File: src/tipg_pkg.sv
// tipg_pkg: shared types and constants of the tape image pulse generator
// no dependencies; imported by the top level, tipg_front and tipg_back
package tipg_pkg;

	// configuration register indexes
	localparam logic [2:0] REG_IMAGE_LENGTH = 3'd0;
	localparam logic [2:0] REG_PILOT_COUNT  = 3'd1;
	localparam logic [2:0] REG_PILOT_TICKS  = 3'd2;
	localparam logic [2:0] REG_SYNC_HIGH    = 3'd3;
	localparam logic [2:0] REG_SYNC_LOW     = 3'd4;
	localparam logic [2:0] REG_ZERO_TICKS   = 3'd5;
	localparam logic [2:0] REG_ONE_TICKS    = 3'd6;

	// register reset values
	localparam logic [15:0] RST_PILOT_COUNT = 16'd5000;
	localparam logic [11:0] RST_PILOT_TICKS = 12'd2168;
	localparam logic [11:0] RST_SYNC_HIGH   = 12'd667;
	localparam logic [11:0] RST_SYNC_LOW    = 12'd735;
	localparam logic [11:0] RST_ZERO_TICKS  = 12'd855;
	localparam logic [11:0] RST_ONE_TICKS   = 12'd1710;

	// bits per image byte
	localparam logic [3:0] BITS_PER_BYTE = 4'd8;

	// command kinds passed from front to back
	typedef enum logic [1:0] {
		CMD_ERR,
		CMD_HEAD,
		CMD_DATA
	} cmd_kind_t;

	// one classified word from the front end
	typedef struct packed {
		cmd_kind_t   kind;
		logic [7:0]  data;
		logic        close;
		logic        done;
	} cmd_t;

	// register values the back end needs
	typedef struct packed {
		logic [15:0] pilot_count;
		logic [11:0] pilot_ticks;
		logic [11:0] sync_high;
		logic [11:0] sync_low;
		logic [11:0] zero_ticks;
		logic [11:0] one_ticks;
	} pulse_cfg_t;

	// one result word
	typedef struct packed {
		logic [11:0] high_len;
		logic [11:0] low_len;
		logic [15:0] repeat_res;
		logic        bad_length;
		logic        block_end;
		logic        image_done;
		logic        last;
	} result_t;

endpackage

File: src/tape_image_pulse_generator.sv
// tape_image_pulse_generator: top level with register file, front, back and queues
// depends on tipg_pkg, tipg_fifo, tipg_front and tipg_back
//
// Usage:
//  Input side is a queue: drive image_byte and raise push; a word is taken on
//  a rising edge with push high and full low. Bytes arrive in image file order.
//  Result side is a queue: while empty is low the oldest pulse word sits on
//  high_len, low_len, repeat_res, bad_length, block_end, image_done and last;
//  raising pop takes it. last marks the final word caused by one input byte.
//  Registers are written through cfg_we, cfg_index and cfg_data; the user must
//  write them only while the block is idle, which the block does not enforce; an
//  index past the register list is ignored. The back end emits one pulse word a
//  cycle while the result queue has room. A data byte gives a word per bit and a
//  block header a pilot and a sync word; either adds a block-end word when it
//  closes its block. The low length byte and bytes after a length error give no
//  word. A stalled receiver fills the result queue, then the command queue, after
//  which full rises; nothing is lost or repeated.
//  Reset clears both queues, the framing state and the byte count, and loads
//  the register defaults.
module tape_image_pulse_generator
	import tipg_pkg::*;
#(
	parameter int CMD_DEPTH = 4,
	parameter int RES_DEPTH = 2
) (
	input  logic        clk,
	input  logic        arst_n,
	input  logic        push,
	output logic        full,
	input  logic [7:0]  image_byte,
	output logic        empty,
	input  logic        pop,
	output logic [11:0] high_len,
	output logic [11:0] low_len,
	output logic [15:0] repeat_res,
	output logic        bad_length,
	output logic        block_end,
	output logic        image_done,
	output logic        last,
	input  logic        cfg_we,
	input  logic [2:0]  cfg_index,
	input  logic [23:0] cfg_data
);

	localparam logic [$clog2(CMD_DEPTH+1)-1:0] CMD_LIMIT = ($clog2(CMD_DEPTH+1))'(CMD_DEPTH - 1);

	logic [23:0] image_length_q;
	pulse_cfg_t  pcfg_q;

	logic        byte_valid;
	logic        cmd_push;
	cmd_t        cmd_in;
	cmd_t        cmd_out;
	logic        cmd_full;
	logic        cmd_full_raw;
	logic        cmd_empty;
	logic        cmd_pop;
	logic        res_push;
	logic        res_full;
	result_t     res_in;
	result_t     res_out;
	logic [$clog2(CMD_DEPTH+1)-1:0] cmd_used_q;

	// configuration registers
	always_ff @(posedge clk or negedge arst_n) begin
		if (!arst_n) begin
			image_length_q     <= '0;
			pcfg_q.pilot_count <= RST_PILOT_COUNT;
			pcfg_q.pilot_ticks <= RST_PILOT_TICKS;
			pcfg_q.sync_high   <= RST_SYNC_HIGH;
			pcfg_q.sync_low    <= RST_SYNC_LOW;
			pcfg_q.zero_ticks  <= RST_ZERO_TICKS;
			pcfg_q.one_ticks   <= RST_ONE_TICKS;
		end else if (cfg_we) begin
			unique case (cfg_index)
				REG_IMAGE_LENGTH: image_length_q     <= cfg_data;
				REG_PILOT_COUNT:  pcfg_q.pilot_count <= cfg_data[15:0];
				REG_PILOT_TICKS:  pcfg_q.pilot_ticks <= cfg_data[11:0];
				REG_SYNC_HIGH:    pcfg_q.sync_high   <= cfg_data[11:0];
				REG_SYNC_LOW:     pcfg_q.sync_low    <= cfg_data[11:0];
				REG_ZERO_TICKS:   pcfg_q.zero_ticks  <= cfg_data[11:0];
				REG_ONE_TICKS:    pcfg_q.one_ticks   <= cfg_data[11:0];
				default: begin
				end
			endcase
		end
	end

	// input handshake: the word in the front register still needs a queue slot
	assign full       = cmd_full;
	assign byte_valid = push && !full;

	tipg_front u_front (
		.clk          (clk),
		.arst_n       (arst_n),
		.byte_valid   (byte_valid),
		.byte_data    (image_byte),
		.image_length (image_length_q),
		.cmd_push     (cmd_push),
		.cmd          (cmd_in)
	);

	tipg_fifo #(
		.WIDTH ($bits(cmd_t)),
		.DEPTH (CMD_DEPTH)
	) u_cmd_fifo (
		.clk     (clk),
		.arst_n  (arst_n),
		.wr_en   (cmd_push),
		.wr_data (cmd_in),
		.full    (cmd_full_raw),
		.rd_en   (cmd_pop),
		.rd_data (cmd_out),
		.empty   (cmd_empty)
	);

	tipg_back u_back (
		.clk       (clk),
		.arst_n    (arst_n),
		.cmd       (cmd_out),
		.cmd_valid (!cmd_empty),
		.cmd_pop   (cmd_pop),
		.pcfg      (pcfg_q),
		.res_full  (res_full),
		.res_push  (res_push),
		.res       (res_in)
	);

	tipg_fifo #(
		.WIDTH ($bits(result_t)),
		.DEPTH (RES_DEPTH)
	) u_res_fifo (
		.clk     (clk),
		.arst_n  (arst_n),
		.wr_en   (res_push),
		.wr_data (res_in),
		.full    (res_full),
		.rd_en   (pop),
		.rd_data (res_out),
		.empty   (empty)
	);

	// command queue occupancy, words landed minus words taken
	always_ff @(posedge clk or negedge arst_n) begin
		if (!arst_n) begin
			cmd_used_q <= '0;
		end else begin
			unique case ({cmd_push, cmd_pop})
				2'b10:   cmd_used_q <= cmd_used_q + 1'b1;
				2'b01:   cmd_used_q <= cmd_used_q - 1'b1;
				default: cmd_used_q <= cmd_used_q;
			endcase
		end
	end

	// full once the word in flight would take the last free slot
	assign cmd_full = cmd_full_raw || (cmd_push && (cmd_used_q == CMD_LIMIT));

	assign high_len   = res_out.high_len;
	assign low_len    = res_out.low_len;
	assign repeat_res = res_out.repeat_res;
	assign bad_length = res_out.bad_length;
	assign block_end  = res_out.block_end;
	assign image_done = res_out.image_done;
	assign last       = res_out.last;

endmodule

File: src/tipg_fifo.sv
// tipg_fifo: small first-in first-out queue of packed words
// depends on nothing; used for the command queue and the result queue
module tipg_fifo #(
	parameter int WIDTH = 8,
	parameter int DEPTH = 4
) (
	input  logic             clk,
	input  logic             arst_n,
	input  logic             wr_en,
	input  logic [WIDTH-1:0] wr_data,
	output logic             full,
	input  logic             rd_en,
	output logic [WIDTH-1:0] rd_data,
	output logic             empty
);

	localparam int PW = (DEPTH > 1) ? $clog2(DEPTH) : 1;
	localparam int CW = $clog2(DEPTH + 1);
	localparam logic [PW-1:0] LAST_PTR = PW'(DEPTH - 1);
	localparam logic [CW-1:0] FULL_CNT = CW'(DEPTH);

	logic [WIDTH-1:0] mem_q [DEPTH];
	logic [PW-1:0]    wr_ptr_q;
	logic [PW-1:0]    rd_ptr_q;
	logic [CW-1:0]    count_q;
	logic             do_wr;
	logic             do_rd;

	assign full    = (count_q == FULL_CNT);
	assign empty   = (count_q == '0);
	assign do_wr   = wr_en && !full;
	assign do_rd   = rd_en && !empty;
	assign rd_data = mem_q[rd_ptr_q];

	// storage
	always_ff @(posedge clk) begin
		if (do_wr) begin
			mem_q[wr_ptr_q] <= wr_data;
		end
	end

	// pointers and fill count
	always_ff @(posedge clk or negedge arst_n) begin
		if (!arst_n) begin
			wr_ptr_q <= '0;
			rd_ptr_q <= '0;
			count_q  <= '0;
		end else begin
			if (do_wr) begin
				wr_ptr_q <= (wr_ptr_q == LAST_PTR) ? '0 : wr_ptr_q + 1'b1;
			end
			if (do_rd) begin
				rd_ptr_q <= (rd_ptr_q == LAST_PTR) ? '0 : rd_ptr_q + 1'b1;
			end
			if (do_wr && !do_rd) begin
				count_q <= count_q + 1'b1;
			end else if (do_rd && !do_wr) begin
				count_q <= count_q - 1'b1;
			end
		end
	end

endmodule

File: src/tipg_front.sv
// tipg_front: takes image bytes, tracks block framing and checks block lengths
// depends on tipg_pkg; feeds classified words into the command queue
module tipg_front
	import tipg_pkg::*;
(
	input  logic        clk,
	input  logic        arst_n,
	input  logic        byte_valid,
	input  logic [7:0]  byte_data,
	input  logic [23:0] image_length,
	output logic        cmd_push,
	output cmd_t        cmd
);

	typedef enum logic [1:0] {
		PH_LEN_LO,
		PH_LEN_HI,
		PH_DATA,
		PH_HALT
	} phase_t;

	phase_t      phase_q;
	logic [7:0]  length_low_q;
	logic [15:0] bytes_left_q;
	logic [23:0] bytes_taken_q;

	logic [23:0] taken_inc;
	logic [15:0] blk_len;
	logic [15:0] left_dec;
	logic        too_long;
	logic        done_now;

	// saturating byte count and length check
	always_comb begin
		taken_inc = (bytes_taken_q != '1) ? bytes_taken_q + 24'd1 : bytes_taken_q;
		blk_len   = {byte_data, length_low_q};
		left_dec  = bytes_left_q - 16'd1;
		too_long  = (taken_inc > image_length) ||
		            ({8'd0, blk_len} > (image_length - taken_inc));
		done_now  = (taken_inc >= image_length);
	end

	// framing state and command word
	always_ff @(posedge clk or negedge arst_n) begin
		if (!arst_n) begin
			phase_q       <= PH_LEN_LO;
			length_low_q  <= '0;
			bytes_left_q  <= '0;
			bytes_taken_q <= '0;
			cmd_push      <= 1'b0;
			cmd           <= '0;
		end else begin
			cmd_push <= 1'b0;
			if (byte_valid) begin
				unique case (phase_q)
					PH_LEN_LO: begin
						bytes_taken_q <= taken_inc;
						length_low_q  <= byte_data;
						phase_q       <= PH_LEN_HI;
					end
					PH_LEN_HI: begin
						bytes_taken_q <= taken_inc;
						cmd_push      <= 1'b1;
						cmd.data      <= byte_data;
						cmd.done      <= done_now;
						if (too_long) begin
							cmd.kind  <= CMD_ERR;
							cmd.close <= 1'b0;
							phase_q   <= PH_HALT;
						end else begin
							cmd.kind     <= CMD_HEAD;
							cmd.close    <= (blk_len == '0);
							bytes_left_q <= blk_len;
							phase_q      <= (blk_len == '0) ? PH_LEN_LO : PH_DATA;
						end
					end
					PH_DATA: begin
						bytes_taken_q <= taken_inc;
						bytes_left_q  <= left_dec;
						cmd_push      <= 1'b1;
						cmd.kind      <= CMD_DATA;
						cmd.data      <= byte_data;
						cmd.close     <= (left_dec == '0);
						cmd.done      <= done_now;
						phase_q       <= (left_dec == '0) ? PH_LEN_LO : PH_DATA;
					end
					PH_HALT: begin
						// halted after a bad length: bytes are swallowed
					end
					default: begin
					end
				endcase
			end
		end
	end

endmodule

File: src/tipg_back.sv
// tipg_back: expands each command into pulse words, one word a cycle while the result queue has room
// depends on tipg_pkg; reads the command queue, writes the result queue
module tipg_back
	import tipg_pkg::*;
(
	input  logic       clk,
	input  logic       arst_n,
	input  cmd_t       cmd,
	input  logic       cmd_valid,
	output logic       cmd_pop,
	input  pulse_cfg_t pcfg,
	input  logic       res_full,
	output logic       res_push,
	output result_t    res
);

	logic [3:0] step_q;
	logic       final_word;
	logic [2:0] bit_idx;
	logic [11:0] bit_ticks;

	assign bit_idx   = 3'd7 - step_q[2:0];
	assign bit_ticks = cmd.data[bit_idx] ? pcfg.one_ticks : pcfg.zero_ticks;

	// pulse word for the current step of the current command
	always_comb begin
		res        = '0;
		final_word = 1'b0;
		unique case (cmd.kind)
			CMD_ERR: begin
				res.bad_length = 1'b1;
				res.last       = 1'b1;
				final_word     = 1'b1;
			end
			CMD_HEAD: begin
				if (step_q == 4'd0) begin
					res.high_len   = pcfg.pilot_ticks;
					res.low_len    = pcfg.pilot_ticks;
					res.repeat_res = pcfg.pilot_count;
				end else if (step_q == 4'd1) begin
					res.high_len   = pcfg.sync_high;
					res.low_len    = pcfg.sync_low;
					res.repeat_res = 16'd1;
					res.last       = !cmd.close;
					final_word     = !cmd.close;
				end else begin
					res.high_len   = pcfg.pilot_ticks;
					res.low_len    = pcfg.pilot_ticks;
					res.repeat_res = 16'd1;
					res.block_end  = 1'b1;
					res.image_done = cmd.done;
					res.last       = 1'b1;
					final_word     = 1'b1;
				end
			end
			CMD_DATA: begin
				if (step_q < BITS_PER_BYTE) begin
					res.high_len   = bit_ticks;
					res.low_len    = bit_ticks;
					res.repeat_res = 16'd1;
					res.last       = (step_q == BITS_PER_BYTE - 4'd1) && !cmd.close;
					final_word     = (step_q == BITS_PER_BYTE - 4'd1) && !cmd.close;
				end else begin
					res.high_len   = pcfg.pilot_ticks;
					res.low_len    = pcfg.pilot_ticks;
					res.repeat_res = 16'd1;
					res.block_end  = 1'b1;
					res.image_done = cmd.done;
					res.last       = 1'b1;
					final_word     = 1'b1;
				end
			end
			default: begin
				final_word = 1'b1;
			end
		endcase
	end

	assign res_push = cmd_valid && !res_full;
	assign cmd_pop  = cmd_valid && !res_full && final_word;

	// step within the current command
	always_ff @(posedge clk or negedge arst_n) begin
		if (!arst_n) begin
			step_q <= '0;
		end else if (cmd_valid && !res_full) begin
			step_q <= final_word ? 4'd0 : step_q + 4'd1;
		end
	end

endmodule
File: config.mk
export PLATFORM = sky130hd
export DESIGN_NAME = tape_image_pulse_generator
export DESIGN_NICKNAME = d
export VERILOG_FILES = /design/src/tipg_pkg.sv /design/src/tape_image_pulse_generator.sv /design/src/tipg_fifo.sv /design/src/tipg_front.sv /design/src/tipg_back.sv
export SDC_FILE = /design/constraint.sdc
export NUM_CORES = 1
export LEC_CHECK = 0
export ABC_AREA = 1
export ABC_CLOCK_PERIOD_IN_PS = 9600
export BUFFER_PORTS_ARGS = -buffer_cell sky130_fd_sc_hd__buf_2
export CAP_MARGIN = 20
export CORE_MARGIN = 2
export CORE_UTILIZATION = 50
export CTS_CLUSTER_SIZE = 12
export DETAILED_ROUTE_END_ITERATION = 7
export PLACE_DENSITY = 0.67
export SLEW_MARGIN = 20
export SYNTH_ARGS = -nofsm -noshare
export SYNTH_HDL_FRONTEND = slang
export SYNTH_SLANG_ARGS = --single-unit
File: constraint.sdc
create_clock -name clk -period 9.6 [get_ports clk]
set_clock_uncertainty 0.15 [all_clocks]
set_input_delay 1.92 -clock clk [delete_from_list [all_inputs] [get_ports clk]]
set_output_delay 1.92 -clock clk [all_outputs]
set_load 0.02 [all_outputs]
* Yosys cells after proc, flatten, opt, wreduce, memory -nomap -nowiden
Memories as Yosys holds them, arrays and structs flattened.
Cells that the tools add are included.
** Word-level totals
- Memory bits (writable) :: 136
- Input port bits :: 40
- Output and inout bits :: 46
- Word-level logic and storage cells :: 162
- Register bits after elaboration :: 181
- Memories :: 2
** Memory list
- u_res_fifo.mem_q :: depth 2, width 44, read ports 1, clocked after Yosys merged registers in 0, write ports 1, line tipg_fifo.sv:22 : logic [WIDTH-1:0] mem_q [DEPTH];
- u_cmd_fifo.mem_q :: depth 4, width 12, read ports 1, clocked after Yosys merged registers in 0, write ports 1, line tipg_fifo.sv:22
** Operators by class
- Mux-type cells :: 43
- Equality and inequality tests :: 21
- Reductions and logical operators :: 52
- Add/subtract/negate cells :: 15
- Order comparisons :: 5
** Operator list (number)
- 2-to-1 mux 40 bit :: 3
- case mux 40 bit (2 select lines) :: 1
- zero test 16 bit :: 2
- case mux 16 bit (2 select lines) :: 1
- adder 24 x 1 -> 24 bit, second input constant :: 1
- greater-or-equal comparator 24 bit :: 1
- > comparator 16 x 24 -> 1 bit :: 1
- > comparator 24 bit :: 1
- 2-to-1 mux 24 bit :: 1
- != test 24 bit, second input constant :: 1
- case mux 12 bit (2 select lines) :: 1
- subtractor 24 bit :: 1
- AND reduction 2 bit :: 11
- 2-to-1 mux 2 bit :: 9
- 2-to-1 mux 16 bit :: 1
- subtractor 16 x 1 -> 16 bit, second input constant :: 1
- 2-to-1 mux 1 bit :: 15
- logical AND 1 bit :: 13
- == test 2 bit, second input constant :: 6
- == test 3 bit, second input constant :: 4
- 2-to-1 mux 12 bit :: 1
- zero test 1 bit :: 10
- == test 3 x 2 -> 1 bit, second input constant :: 3
- 2-to-1 mux 3 bit :: 3
- 30 further kinds :: 44

* Logic depth before layout (Yosys ltp)
Gate-level depths: netlist of run 1.
An unclocked memory read counts as a cell.
- Depth in word-level cells :: 10
- Depth in mapped cells :: 39
- Gate-level depth less buffers :: 37

* By module
A second synthesis of run 1 with hierarchy kept.
** Unflattened totals
- Cells, all modules :: 2024
- Area, all modules :: 17053.9 um^2
** Modules (own cells, without submodules)
- tipg_front :: sequential area each 1576.5 um^2, cells each 786, area each 5491.5 um^2, instances 1
- tape_image_pulse_generator :: sequential area each 2625.0 um^2, cells each 473, area each 4151.5 um^2, instances 1
- tipg_fifo (u_res_fifo) :: sequential area each 2742.6 um^2, cells each 261, area each 3440.8 um^2, instances 1
- tipg_fifo (u_cmd_fifo) :: sequential area each 1616.6 um^2, cells each 201, area each 2403.6 um^2, instances 1
- tipg_back :: sequential area each 100.1 um^2, cells each 303, area each 1566.5 um^2, instances 1

* Worst setup path before layout of run 1
OpenSTA, ideal clock, no wires.
- Path type :: reg-to-reg
- From :: register u_front.bytes_taken_q[0]
- To :: register u_front.bytes_left_q[10]
- Data required time :: 9.334 ns
- Slack :: 4.880 ns
- Data arrival time :: 4.454 ns
- Stages on the path, launching flop included :: 38
- Library setup time :: 0.116 ns
- Path buffers :: 2
- Period minus slack after synthesis :: 4.720 ns
- Cells stage by stage :: dfrtp_1 > ha_1 > nand2_2 > nor2_4 > nand2_4 > nor2_4 > nand2_4 > buf_6 > inv_1 > nor2_1 > nand3_1 > nor4_1 > a21oi_1 > nor2_1 > inv_1 > ha_1 > nand2_1 > nor2_1 > [... 2 more ...] > a21oi_1 > xor2_1 > ha_1 > nand4_1 > inv_1 > nand4_1 > o21bai_1 > a41oi_1 > nand3_1 > nor2_1 > nand2_1 > nor2_2 > nand2_2 > nand3_2 > nand2_4 > buf_4 > nand3_1 > nand2_2
** Between the ends
- Longest elaborated chain between the ends :: 7
- Elaborated cells between the ends (all ways) :: 9
- Those cells by class :: 2 x add/sub; 2 x order compare; 2 x eq/ne; 1 x mux; 2 x reduce/logical
** RTL lines
- from (decl) :: line tipg_front.sv:25 : logic [23:0] bytes_taken_q;
- from (signal assigned) :: line tipg_front.sv:57 : bytes_taken_q <= taken_inc;
- from (signal assigned) :: line tipg_front.sv:62 : bytes_taken_q <= taken_inc;
- from (signal assigned) :: line tipg_front.sv:78 : bytes_taken_q <= taken_inc;
- adder 24 x 1 -> 24 bit or != test 24 bit (tied branches) :: line tipg_front.sv:35 : taken_inc = (bytes_taken_q != '1) ? bytes_taken_q + 24'd1 : bytes_taken_q;
- 2-to-1 mux 24 bit (*) :: line tipg_front.sv:35
- subtractor 24 bit :: line tipg_front.sv:39 : ({8'd0, blk_len} > (image_length - taken_inc));
- > comparator 16 x 24 -> 1 bit :: line tipg_front.sv:39
- logical OR 1 bit (*) :: line tipg_front.sv:38 : too_long = (taken_inc > image_length) ||
- != test 2 bit (no source line) (*)
- AND reduction 3 bit (no source line) (*)
- to (signal assigned) :: line tipg_front.sv:73 : bytes_left_q <= blk_len;
- to (signal assigned) :: line tipg_front.sv:79 : bytes_left_q <= left_dec;
- to (decl) :: line tipg_front.sv:24 : logic [15:0] bytes_left_q;
Every way passes the cells marked *; elsewhere a longest branch is shown, timed or not.
A chain may end at the register's enable or synchronous reset.

* Worst setup path after layout of run 1
- From :: register u_front.bytes_taken_q[0]
- To :: register u_front.bytes_left_q[0]
The elaborated chain is that of the path after synthesis.

==> metrics.cfg, run 1 <==
[status]
status = completed

[worst_setup_path]
end_kind = register
cp_top_family = simple AND/OR/NAND/NOR gates
required_ps = 9890
start_kind = register
crit-reg2reg-capture = u_front.bytes_left_q[0]
cp_max_fo = 22
reg2reg_depth = 36
crit_slowest_cell = dfrtp_1
worstPathArrival_ps = 5860
crit_buf_inv = 4
path_class = reg2reg
timing.rr.start = u_front.bytes_taken_q[0]
max_stage_delay_ps = 410
r2r_slack_ps = 4040

[sta]
maxSlewHeadroom_pct = 31.9
min_period_over_period_pct = 58.0
slew_violations = 0
setup_viol = 0
tightest_slew_ps = 1020
grt_setup_unrepaired = no
hold_viol_final = 0
period_needed_ps = 5560
fmax_mhz = 180
timing.setup.tns_ps = 0

[drt]
wl_met2_um = 17800
dr.max_layer_used = met4
met3WireLength_um = 1710
ant_nets = 0
first_pass_iters = 5
wl_per_cell_um = 15.8
drc = 0
wl_um = 38200
drt-vias-per-instance = 5.22
dr_total_vias = 12600
met1_length_um = 18100
drtIter0Drc = 1086

[yosys]
ys.warnings.count = 0
synth_area_leaders = edfxtp_1, dfrtp_1, nand2_1, o21ai_0, dfstp_2
synth.most_common_cell = nand2_1
yosys-top-cells-count = nand2_1, o21ai_0, inv_1
synth.avg_cell_area_sq_um = 8.82
synth-edff-count = 136
ys_async_sr_fraction_pct = 57.1
ys_seq_elements = 317
syn_nets = 1971
syn_inst = 1873
synth_area_leader_cell = edfxtp_1
ys_types = 54
ys.flop_type = dfrtp_1
yosysSeqAreaShare_pct = 52.4
synth_top_area_share_pct = 24.7
syn-cell-area_sq_mm = 0.0165

[power_and_ir_drop]
power_frac_seq_pct = 36.1
power.density_mw_per_mm2 = 343
ir_drop_uv = 169
power_uw = 6310
pwr-share-comb_pct = 44.2
switching_share_pct = 42.5
power_switching_uw = 2680
internal_power_uw = 3630
p_leak_uw = 0.00843
clkPwrFrac_pct = 19.7

[clock_tree]
ctsHoldBuffers = 0
root_buffer = clkbuf_16
cts_tree = done
cts_resized = 0
clk_pin_slew_ps = 60
cts_buffer_depth = 3
insertion_delay_ps = 510
cts_inserted_buffers = 35
htreeDepth = 2
postCtsSetupRepairBufs = 0
clkSinkCount = 317

[floorplanning]
core_area_sq_mm = 0.0325
start_util_pct = 50.8
die_area_sq_mm = 0.0345
ios = 86
die_y_um = 186
die_w_um = 186
rows = 66

[placement]
dp_hpwl_um = 27000
io_buffers = 85
gp_congestion = 0.908

[final_layout]
areaGrowthSynthToFinish_pct = 11.4
fill_cells = 2960
n_antenna_cell = 0
nNetsFinal = 2040
drive_gt1_share_pct = 14.5

[worst_hold_path]
holdPathEnd = u_front.bytes_left_q[1]
hp-class = reg2reg
min-delay-start = u_front.bytes_left_q[1]
whs_path_depth = 2

[grt]
grt_overflow = 0
grt_usage_pct = 22.6
antenna_found_initial = 0
grt_pass1_wl_um = 61900
grt_max_degree = 74
first_global_vias = 12000

[flow_run]
maxCapViolCount = 0

[kinds of logic after synthesis]
kind of cell    after synthesis  share of synthesized area, %
buf+inv                     239                          5.69
simple gates                886                          23.7
compound gates              314                          10.5
xor+xnor                     51                          2.70
mux                           8                         0.545
fa+ha+maj                    58                          4.48
flops                       317                          52.4
[power groups by stage]
stage | logic (uW) | clock network [uW] | registers, uW
floorplan | 2090 | 0 | 2230
global placement | 2740 | 0 | 2280
detailed placement | 2790 | 0 | 2300
CTS | 2800 | 1270 | 2280
global route | 3170 | 1330 | 2330
finish | 2790 | 1240 | 2280
[cells in the final DEF (no fill, tap or decap), drive strengths merged]
cell,n
a32oi,3
a41oi,2
a21oi,52
xor2,33
o21ai,213
clkinv,11
a211oi,2
nand2,599
xnor2,18
fa,2
o211ai,4
o2111ai,12
or3,1
clkinvlp,1
nor3,16
a31oi,3
nand4,14
mux2,8
nand3,117
clkbuf,53
a21o,3
o21a,3
o22ai,7
inv,170
and2,2
nor4,7
ha,56
nand3b,3
or2,3
o221ai,3
o21bai,5
nor2,124
a21boi,1
buf,99
dfrtp,143
a2bb2oi,1
edfxtp,136
dfstp,38
[metrics by stage]
step / instances / area, sq um / utilization, % / setup slack (ps) / hold WS (ps)
global route: 2410 / 18400 / 56.6 / 3540 / 350
CTS: 2410 / 18400 / 56.6 / 4060 / 336
global placement: 2345 / 17300 / 53.2 / 4330 / 311
detailed placement: 2347 / 17300 / 53.3 / 4100 / 322
floorplan: 1873 / 16500 / - / 4880 / 292
finish: 2410 / 18400 / 56.6 / 4040 / 333
[metal layers]
| layer | up-vias | track usage [%] |
|---|---|---|
| met5 | - | 0 |
| met4 | 0 | 5.26 |
| met3 | 43 | 3.46 |
| met2 | 262 | 37.0 |
| met1 | 5938 | 31.8 |
| li1 | 6345 | - |
[area by class of cell]
type	count	area, sq um	area share [%]
clock buffers	53	995	5.40
clock inverters	10	66.3	0.360
inverters	172	646	3.51
multi-input cells	1317	6940	37.7
flip-flops and latches	317	8660	47.1
well taps	442	553	3.00
repair buffers	99	544	2.96
[state kept, by name, summed over array words and instances, names as in the netlist]
| register | flops |
|---|---|
| u_front.phase_q | 2 |
| u_front.length_low_q | 8 |
| u_cmd_fifo.mem_q | 48 |
| u_front.bytes_taken_q | 24 |
| u_front.cmd_push | 1 |
| u_cmd_fifo.wr_ptr_q | 2 |
| u_back.step_q | 4 |
| cmd_used_q | 3 |
| u_cmd_fifo.rd_ptr_q | 2 |
| u_front.cmd | 12 |
| u_cmd_fifo.count_q | 3 |
| image_length_q | 24 |
| pcfg_q | 76 |
| u_front.bytes_left_q | 16 |
| u_res_fifo.mem_q | 88 |
| u_res_fifo.count_q | 2 |
| u_res_fifo.wr_ptr_q | 1 |
| u_res_fifo.rd_ptr_q | 1 |
[how the worst max path moves through the flow]
stage          slack [ps]                        to  cells after the start                startpoint
5_1_grt              3540   u_front.bytes_left_q[4]                     36  u_front.bytes_taken_q[0]
6_report             4040   u_front.bytes_left_q[0]                     36  u_front.bytes_taken_q[0]
3_3_place_gp         4330  u_front.bytes_left_q[15]                     36  u_front.bytes_taken_q[0]
2_1_floorplan        4880  u_front.bytes_left_q[10]                     37  u_front.bytes_taken_q[0]
3_5_place_dp         4100   u_front.bytes_left_q[0]                     36  u_front.bytes_taken_q[0]
4_1_cts              4060   u_front.bytes_left_q[0]                     36  u_front.bytes_taken_q[0]
[worst reg2reg max path, delay by kind of cell, from the launching register on]
kind | cells | cell delay [ps]
flops | 1 | 410
buf+inv | 4 | 330
simple gates | 24 | 2940
fa+ha+maj | 3 | 890
compound gates | 4 | 620
xor+xnor | 1 | 160
Note: power is estimated with default switching activity, not from simulation.
==> run 2, diff against run 1 <==
Settings changed: ABC_CLOCK_PERIOD_IN_PS 9600 to 5100, PLACE_DENSITY 0.67 to 0.7.
Clock period 9.6 ns to 5.1 ns, I/O delays scaled along.
==> metrics.cfg, run 2 (synthesis gave the netlist of run 1 again) <==
[status]
status = completed

[floorplanning]
core_area_sq_mm = 0.0325
start_util_pct = 50.8
die_y_um = 186
die_w_um = 186
die_area_sq_mm = 0.0345
ios = 86
rows = 66

[worst_setup_path]
reg2reg_depth = 36
worstPathArrival_ps = 5170
required_ps = 5350
timing.rr.start = u_front.bytes_taken_q[1]
r2r_slack_ps = 180
max_stage_delay_ps = 360
crit-reg2reg-capture = u_front.bytes_left_q[3]
cp_max_fo = 6
start_kind = register
path_class = reg2reg
crit_slowest_cell = dfrtp_1
end_kind = register
crit_path_frequent_cell = nand2_1

[drt]
drc = 0
first_pass_iters = 5
dr_total_vias = 12800
ant_nets = 0
drtIter0Drc = 918
wl_per_cell_um = 16.1
wl_um = 39100
drt-vias-per-instance = 5.29

[clock_tree]
htreeDepth = 2
root_buffer = clkbuf_16
cts_tree = done
clk_pin_slew_ps = 60
insertion_delay_ps = 520
cts_buffer_depth = 3
cts_inserted_buffers = 35
clkSinkCount = 317

[grt]
first_global_vias = 12100
grt_usage_pct = 22.8
grt_pass1_wl_um = 62100
antenna_found_initial = 1
grt_overflow = 0
grt_max_degree = 102

[flow_run]
maxCapViolCount = 0

[sta]
slew_violations = 0
tightest_slew_ps = 905
fmax_mhz = 203
hold_slack_ps = 333
min_period_over_period_pct = 96.5
grt_setup_unrepaired = yes
maxSlewHeadroom_pct = 39.6
hold_viol_final = 0
period_needed_ps = 4920
setup_viol = 0

[power_and_ir_drop]
power.density_mw_per_mm2 = 650
ir_drop_uv = 320
p_leak_uw = 0.00858

[final_layout]
largest_reg_flops = 88
areaGrowthSynthToFinish_pct = 14.3
largest-register = u_res_fifo.mem_q
final_common_cell = nand2_1
final_util_pct = 58.0
fill_cells = 2893
top_regs = u_res_fifo.mem_q: 88 flops, pcfg_q: 76 flops, u_cmd_fifo.mem_q: 48 flops
drive_gt1_share_pct = 17.4
nNetsFinal = 2059
final_cell_mix = nand2_1, o21ai_0, inv_1, dfrtp_1, edfxtp_1
stdcell_area_sq_mm = 0.0189

[placement]
io_buffers = 85
dp_hpwl_um = 27400
gp_congestion = 0.878
dpl-instance-area_sq_mm = 0.0174

[worst_hold_path]
holdPathEnd = pcfg_q[70]
whs_path_depth = 2
min-delay-start = pcfg_q[70]
hp-class = reg2reg

-- run 2: worst max-delay path, delay by kind of cell, from the launching register on --
family / cells / cell delay [ps]
AOI/OAI and AO/OA: 3 / 410
xor gates and xnor gates: 2 / 340
adders and majority gates: 3 / 870
buffers and inverters: 5 / 550
DFF: 1 / 360
and+or+nand+nor: 23 / 2170
-- run 2: area by class of cell --
type | instances | area, sq um | share of cell area [%]
antenna | 1 | 2.50 | 0.0133
clock inverter | 10 | 71.3 | 0.378
tap | 442 | 553 | 2.93
multi-input combinational | 1317 | 7210 | 38.2
sequential | 317 | 8660 | 45.9
timing repair buffer | 118 | 737 | 3.90
inverter | 172 | 646 | 3.42
clock buffer | 52 | 1000 | 5.29
-- run 2: how the worst max path moves through the flow --
stage                                   from                        to  slack [ps]  depth (start not counted)
detailed placement  u_front.bytes_taken_q[1]   u_front.bytes_left_q[4]         -60                         36
finish              u_front.bytes_taken_q[1]   u_front.bytes_left_q[3]         180                         36
floorplan           u_front.bytes_taken_q[0]  u_front.bytes_left_q[10]         380                         37
global route        u_front.bytes_taken_q[1]   u_front.bytes_left_q[1]        -140                         36
global placement    u_front.bytes_taken_q[1]  u_front.bytes_left_q[15]         180                         36
CTS                 u_front.bytes_taken_q[1]  u_front.bytes_left_q[13]          50                         34
-- run 2: layer usage --
| metal | GRT usage, % | vias to the layer above | share of wire [%] |
|---|---|---|---|
| met3 | 3.33 | 65 | 5.5 |
| met4 | 7.12 | 0 | 2.5 |
| met1 | 31.6 | 6012 | 46 |
| met5 | 0 | - | 0 |
| li1 | - | 6391 | - |
| met2 | 37.0 | 374 | 46 |
-- run 2: power by group --
group	internal [uW]	total [uW]	switching, uW
Sequential	3810	4310	505
Combinational	1840	5590	3740
Clock	1360	2370	1010
-- run 2: what timing repair did --
item / CTS / global route
gates cloned: 0 / 1
hold buffers: 0 / 0
pin swaps: 0 / 27
buffers inserted: 0 / 11
gates resized for setup: 7 / 56
setup endpoints to repair: 16 / 20
-- run 2: per-stage QoR --
stage	setup slack, ps	total power, uW	TNS, ps	std cells
2_1_floorplan	380	8120	0	1873
3_3_place_gp	178	9460	0	2354
3_5_place_dp	-59.6	9650	-691	2354
4_1_cts	52.2	12100	0	2416
5_1_grt	-142	13200	-2080	2429
6_report	177	12300	0	2429
==> run 3, diff against run 2 <==
Settings changed: REMOVE_ABC_BUFFERS from default to 1.
==> metrics.cfg, run 3 (synthesis gave the netlist of run 1 again) <==
[status]
status = completed

[final_layout]
final_common_cell = nand2_1
areaGrowthSynthToFinish_pct = 15.0
nNetsFinal = 2065
n_antenna_cell = 0
top_regs = u_res_fifo.mem_q: 88 flops, pcfg_q: 76 flops, u_cmd_fifo.mem_q: 48 flops
largest-register = u_res_fifo.mem_q
fill_cells = 2872
register_area_sq_mm = 0.00866
multi_input_area_sq_mm = 0.00715
final_cell_mix = nand2_1, o21ai_0, inv_1, dfrtp_1, edfxtp_1
largest_reg_flops = 88
stdcell_area_sq_mm = 0.0190
final_util_pct = 58.4
drive_gt1_share_pct = 17.2

[floorplanning]
ios = 86
rows = 66
die_w_um = 186
die_area_sq_mm = 0.0345
start_util_pct = 50.8
die_y_um = 186
core_area_sq_mm = 0.0325

[worst_setup_path]
worstPathArrival_ps = 5290
crit_path_frequent_cell = nand2_2
crit-reg2reg-capture = u_front.bytes_left_q[10]
r2r_slack_ps = 60
end_kind = register
crit_slowest_cell = dfrtp_1
required_ps = 5340
path_class = reg2reg
cp_max_fo = 5
reg2reg_depth = 37
max_stage_delay_ps = 400
start_kind = register
timing.rr.start = u_front.bytes_taken_q[0]

[clock_tree]
insertion_delay_ps = 530
clkSinkCount = 317
cts_buffer_depth = 3
cts_tree = done
clk_pin_slew_ps = 60
htreeDepth = 2
cts_inserted_buffers = 36
root_buffer = clkbuf_16

[sta]
timing.setup.tns_ps = 0
tightest_slew_ps = 1070
period_needed_ps = 5040
setup_viol = 0
maxSlewHeadroom_pct = 28.4
layout_setup_ws_ps = 57.7
fmax_mhz = 198
hold_viol_final = 0
min_period_over_period_pct = 98.9
slew_violations = 0
grt_setup_unrepaired = yes

[power_and_ir_drop]
power.density_mw_per_mm2 = 661
p_leak_uw = 0.00866
power_uw = 12600
ir_drop_uv = 333

[placement]
io_buffers = 85
dpl-instance-area_sq_mm = 0.0174
dp_hpwl_um = 26300
gp_congestion = 0.933
pre_cts_ws_ps = -52.2

[drt]
drt-vias-per-instance = 5.32
drtIter0Drc = 1031
first_pass_iters = 7
dr_total_vias = 12900
wl_per_cell_um = 15.8
wl_um = 38400
ant_nets = 0
drc = 0

[grt]
grt_overflow = 0
first_global_vias = 12000
grt_max_degree = 92
grt_usage_pct = 22.2
antenna_found_initial = 0
grt_pass1_wl_um = 61100

[worst_hold_path]
whs_path_depth = 2
holdPathEnd = pcfg_q[75]
min-delay-start = pcfg_q[75]
hp-class = reg2reg

[flow_run]
maxCapViolCount = 0

==> run 3: changes by cell type in the layout (fill, tap and decap cells not counted), moves of 4 or more <==
cell | before | now
clkbuf_8 | 6 | 2
bufinv_16 | 0 | 6
nand3_1 | 105 | 101
inv_2 | 9 | 5
a21oi_2 | 6 | 1
a21oi_1 | 46 | 51
buf_4 | 26 | 33
==> run 3: worst max path at each step <==
stage	start	to	slack, ps
after floorplan	u_front.bytes_taken_q[0]	u_front.bytes_left_q[0]	300
after global placement	u_front.bytes_taken_q[0]	u_front.bytes_left_q[15]	150
after detailed placement	u_front.bytes_taken_q[0]	u_front.bytes_left_q[1]	-50
after CTS	u_front.bytes_taken_q[0]	u_front.bytes_left_q[7]	0.8
after global routing	u_front.bytes_taken_q[0]	u_front.bytes_left_q[10]	-250
final	u_front.bytes_taken_q[0]	u_front.bytes_left_q[10]	60
==> run 3: repair_timing <==
| action | in CTS | in global routing |
|---|---|---|
| gates resized for setup | 5 | 42 |
| pin swaps | 0 | 31 |
| hold endpoints to repair | 0 | 0 |
| hold buffers | 0 | 0 |
| setup endpoints to repair | 16 | 20 |
| buffers inserted | 0 | 10 |
| cloned | 0 | 1 |
==> run 3: power breakdown <==
| part | total [uW] | switching, uW | internal (uW) |
|---|---|---|---|
| registers | 4280 | 472 | 3810 |
| clock network | 2730 | 1020 | 1710 |
| logic | 5550 | 3750 | 1800 |
| total | 12600 | 5240 | 7320 |
==> run 3: through the flow <==
stage                     cells  hold slack, ps
after global placement     2360             308
after global routing       2435             357
final                      2435             335
after floorplan            1806             292
after detailed placement   2360             323
after CTS                  2424             337
==> run 3: area by class of cell <==
class	instances	area share, %
Clock buffer	54	5.42
Clock inverter	10	1.15
Inverter	172	3.41
Multi-Input combinational cell	1318	37.6
Sequential cell	317	45.6
Tap cell	442	2.91
Timing Repair Buffer	122	3.90
==> run 3: layer usage <==
metal,routed length [um],global-route usage (%),vias up
li1,-,-,6409
met1,17700,31.1,6157
met2,18200,36.8,330
met3,1900,3.07,49
met4,573,5.20,0
met5,0,0,-
==> run 3: worst max-delay path: cells and delay by family, from the launching register on <==
family | cells | cell delay, ps
AOI/OAI and AO/OA | 4 | 530
DFF | 1 | 400
xor gates and xnor gates | 1 | 180
buffers and inverters | 5 | 440
and+or+nand+nor | 24 | 2360
adders and majority gates | 3 | 810
